===== config.mk =====
export PLATFORM = sky130hd
export DESIGN_NAME = vsea_col_track
export DESIGN_NICKNAME = d
export VERILOG_FILES = /design/src/rtl/vsea_pkg.sv /design/src/rtl/vsea_col_track.sv
export SDC_FILE = /design/constraint.sdc
export NUM_CORES = 1
export LEC_CHECK = 0
export BUFFER_PORTS_ARGS = -buffer_cell sky130_fd_sc_hd__buf_2
export CAP_MARGIN = 0
export CORE_UTILIZATION = 35
export CTS_CLUSTER_SIZE = 40
export DETAILED_ROUTE_END_ITERATION = 10
export GPL_TIMING_DRIVEN = 0
export SKIP_LAST_GASP = 1
export SLEW_MARGIN = 10
export SYNTH_ARGS = -nofsm -noshare
export SYNTH_HDL_FRONTEND = slang
export SYNTH_SLANG_ARGS = --single-unit

===== constraint.sdc =====
create_clock -name i_clk -period 4.05 [get_ports i_clk]
set_input_delay 0.81 -clock i_clk [delete_from_list [all_inputs] [get_ports i_clk]]
set_output_delay 0.81 -clock i_clk [all_outputs]
set_load 0.01 [all_outputs]

===== src/rtl/vsea_pkg.sv =====
`timescale 1ns / 1ps
// ============================================================================
// vsea_pkg
// Shared types, widths and helpers for the vertical seam energy accumulator.
// ============================================================================
package vsea_pkg;

    localparam int MAX_WIDTH = 1024;
    localparam int COL_W     = $clog2(MAX_WIDTH);
    localparam int CFG_W     = 11;
    localparam int ENERGY_W  = 16;
    localparam int SUM_W     = 31;

    localparam logic [SUM_W-1:0] SUM_MAX   = '1;
    localparam logic [CFG_W-1:0] WIDTH_RST = CFG_W'(1024);

    // Column position of one pixel as seen at the input
    typedef struct packed {
        logic [COL_W-1:0] col;
        logic             first;   // pixel belongs to the first row of a frame
        logic             last;    // rightmost column of its row
    } t_pos;

    // Clamp the programmed width to 2..MAX_WIDTH and return the last column index
    function automatic logic [COL_W-1:0] cfg_last_col(input logic [CFG_W-1:0] width);
        int w;
        w = int'(width);
        if (w < 2) begin
            w = 2;
        end
        if (w > MAX_WIDTH) begin
            w = MAX_WIDTH;
        end
        return COL_W'(w - 1);
    endfunction

    localparam logic [COL_W-1:0] LAST_COL_RST = cfg_last_col(WIDTH_RST);

endpackage


===== src/rtl/vsea_col_track.sv =====
`timescale 1ns / 1ps
// ============================================================================
// vsea_col_track
// Width register and raster position tracker: tags each incoming pixel with
// its column and its first-row / last-column flags.
// ============================================================================
module vsea_col_track (
    input  logic                         i_clk,
    input  logic                         i_rst_n,
    input  logic                         i_cfg_valid,
    input  logic [vsea_pkg::CFG_W-1:0]   i_cfg_image_width,
    input  logic                         i_frame_start,
    input  logic                         i_accept,
    output vsea_pkg::t_pos               o_pos
);
    import vsea_pkg::*;

    logic [COL_W-1:0] r_last_col, n_last_col;
    logic [COL_W-1:0] r_col, n_col;
    logic             r_first, n_first;
    t_pos             pos;

    always_comb begin
        pos.col   = i_frame_start ? '0 : r_col;
        pos.first = i_frame_start | r_first;
        // a shrunk width can leave the counter past the new last column
        pos.last  = (pos.col >= r_last_col);
    end

    always_comb begin
        n_last_col = i_cfg_valid ? cfg_last_col(i_cfg_image_width) : r_last_col;
        n_col      = r_col;
        n_first    = r_first;
        if (i_accept) begin
            if (pos.last) begin
                n_col   = '0;
                n_first = 1'b0;
            end else begin
                n_col   = pos.col + 1'b1;
                n_first = pos.first;
            end
        end
    end

    always_ff @(posedge i_clk) begin
        if (!i_rst_n) begin
            r_last_col <= LAST_COL_RST;
            r_col      <= '0;
            r_first    <= 1'b1;
        end else begin
            r_last_col <= n_last_col;
            r_col      <= n_col;
            r_first    <= n_first;
        end
    end

    assign o_pos = pos;

endmodule


==> out/summary.txt <==
failing checks - DRC
height of the die - 70.8 um
DRC Markers - 4
n_diodes - 0
Critical Path AT - 2510 ps
fin nets - 257
PostCTS Resize Cnt - 0
Setup Buffers After CTS - 0
vias in the first global route - 1399
GR Overflow Total - 0
worst clock skew - 4.26 ps
placer congestion estimate - 0.725
fin cells - 280
Worst EP required - 3240 ps
GRT Total Usage - 0.159
status - finished, violations left
RSZ-0062 raised after global routing - no
setup violators final - 0
Hold Buf Count CTS - 0
Die X - 70.8 um
dpl cells - 276
core footprint - 4440 sq um
setup tns final - 0 ps
layout cell share with drive strength beyond 1 - 0.285
EDFF count, synth - 0
CTS Buf Count - 3
Worst-path clk slew - 80 ps
CP Class - input pin to output pin
slowest cell delay on critical path - 310 ps
type of origin of the critical path - input pin
Tcrit/Tclk final - 0.820
vias - 1473
Ports - 28
uppermost layer routed - met4
count of different cell masters after synthesis - 55
Initial Util - 0.373
Iter 0 DRT Violations - 67
Hold WS - 470 ps
Avg Synthesized Cell Area - 8.42 sq um
drt total wl - 3680 um
clk root buf - clkbuf_8
Synthesized Nets - 225
Peak VDD IR - 0.111 mV
CTS HTree Levels - 1
worst min-delay path category - register to register
CP Cell Sequence - buf_2, buf_2, nor2b_1, ha_1, and3_1, a211oi_4, nor2_1, buf_2
Leak Pwr - 0.000864 uW
Main synth FF type - dfxtp_1
wl on met1 - 1760 um
fmax - 0.301 GHz
Worst-Margin Slew - 698 ps
first-pass GRT wire length - 6380 um
metal3 WL - 84 um
Crit Path Max Fanout - 10
Ys Warns - 0
clock buffer depth - 2
Gate Count Post-Synth - 197
Detailed Routing Iterations Pass 1 - 7
P&R area growth vs syn - 14.8%
Slowest-stage cell, CP - a211oi_4
minimum clock period - 3320 ps
routed len/inst - 13.1 um
ys async rst share - 0
worst skew pair latency - 260 ps
CTS tree - done
slew margin rel. - 0.535
largest net degree at the start of global routing - 12
final hold vios - 0
flops & latches, synth - 21
Critical Path End Type - output pin
Max Slew Vio Count - 0
# rows - 24
most used cell, CP - buf_2
sequential area share after synthesis - 0.254
CTS sink count - 21
DP Wirelength - 2850 um
via/cell ratio - 5.26
Antenna Violating Nets Remaining - 0
Max Cap Viol - 0
Port Buffers - 27
initial antenna violation count - 0
Power Density - 225 nW/um^2
met2 WL - 1790 um
die area - 5020 sq um
synthesized cell area - 1660 sq um
[layer usage]
metal / up-vias / global-route usage
li1: 762 / -
met1: 689 / 0.201
met2: 20 / 0.280
met3: 2 / 0.0256
met4: 0 / 0.0467
met5: - / 0
[path summary, 6_finish.rpt]
kind                                    start       end  slack (ps)  depth (start not counted)
worst min-delay path                 r_col[9]  r_col[9]         470                          2
worst min register to register       r_col[9]  r_col[9]         470                          2
worst max register to register       r_col[2]  r_col[4]        1910                          8
worst max-delay path            i_frame_start  o_pos[0]         730                          8
[critical path, delay by kind of cell]
kind,cells,cell delay (ps)
buf+inv,3,480
compound gates,1,310
fa+ha+maj,1,300
simple gates,3,610
[registers in the layout, indices dropped and copies added (netlist names)]
| name | cells |
|---|---|
| r_col | 10 |
| r_first | 1 |
| r_last_col | 10 |
[cell type report]
class / instances / area [sq um]
Fill cell: 480 / 2540
Multi-Input combinational cell: 152 / 1130
Sequential cell: 21 / 420
Clock buffer: 4 / 45.0
Timing Repair Buffer: 27 / 135
Buffer: 10 / 51.3
Tap cell: 52 / 65.1
Inverter: 14 / 52.6
[kinds of logic after synthesis]
kind of cell / Yosys count / share of synthesized area
compound gates: 54 / 0.269
fa+ha+maj: 12 / 0.0906
mux: 2 / 0.0128
xor+xnor: 7 / 0.0370
buf+inv: 24 / 0.0626
flops: 21 / 0.254
simple gates: 77 / 0.275
[per-stage QoR]
stage	instance area [sq um]	total power, uW	setup WS [ps]	utilization
after floorplan	1660	268	1080	-
after global placement	1860	293	739	0.418
after detailed placement	1860	294	729	0.418
after CTS	1900	437	730	0.428
after global routing	1900	455	605	0.428
final	1900	429	730	0.428
[placed cells by master, fill, tap and decap left out, types with 4 or more instances in the layout]
master | netlist | layout
nand2b_1 | 11 | 11
nand3_1 | 6 | 6
o21ai_1 | 9 | 9
nor2b_1 | 9 | 9
xor2_1 | 4 | 4
a21oi_2 | 5 | 5
o211ai_2 | 5 | 5
nand2_1 | 17 | 17
a21oi_1 | 6 | 6
nor2_1 | 10 | 10
buf_2 | 2 | 29
dfxtp_1 | 21 | 21
clkbuf_1 | 6 | 7
inv_1 | 11 | 11
o211ai_1 | 6 | 6
ha_1 | 12 | 12
[cell usage after synthesis, types with 3 or more instances]
| master | instances | share of area |
|---|---|---|
| a31oi_1 | 3 | 0.011 |
| nand2b_1 | 11 | 0.042 |
| o21ai_1 | 9 | 0.027 |
| dfxtp_1 | 21 | 0.25 |
| o21ai_0 | 3 | 0.0091 |
| o211ai_1 | 6 | 0.027 |
| nor3b_1 | 3 | 0.014 |
| and3_1 | 3 | 0.011 |
| xor2_1 | 4 | 0.021 |
| nand3_1 | 6 | 0.018 |
| inv_1 | 11 | 0.025 |
| clkbuf_1 | 6 | 0.014 |
| nand2_1 | 17 | 0.038 |
| o31ai_1 | 3 | 0.014 |
| xnor2_1 | 3 | 0.016 |
| a21oi_2 | 5 | 0.026 |
| nor2_1 | 10 | 0.023 |
| ha_1 | 12 | 0.091 |
| a21oi_1 | 6 | 0.018 |
| nor2b_1 | 9 | 0.034 |
| o211ai_2 | 5 | 0.038 |
| inv_2 | 3 | 0.0068 |
[power breakdown]
group | total, uW | internal [uW] | switching (uW)
registers | 217 | 213 | 3.16
logic | 71.9 | 29.2 | 42.6
clock network | 141 | 70.2 | 70.4
total | 429 | 313 | 116
Power figures use the tool's default switching activity.
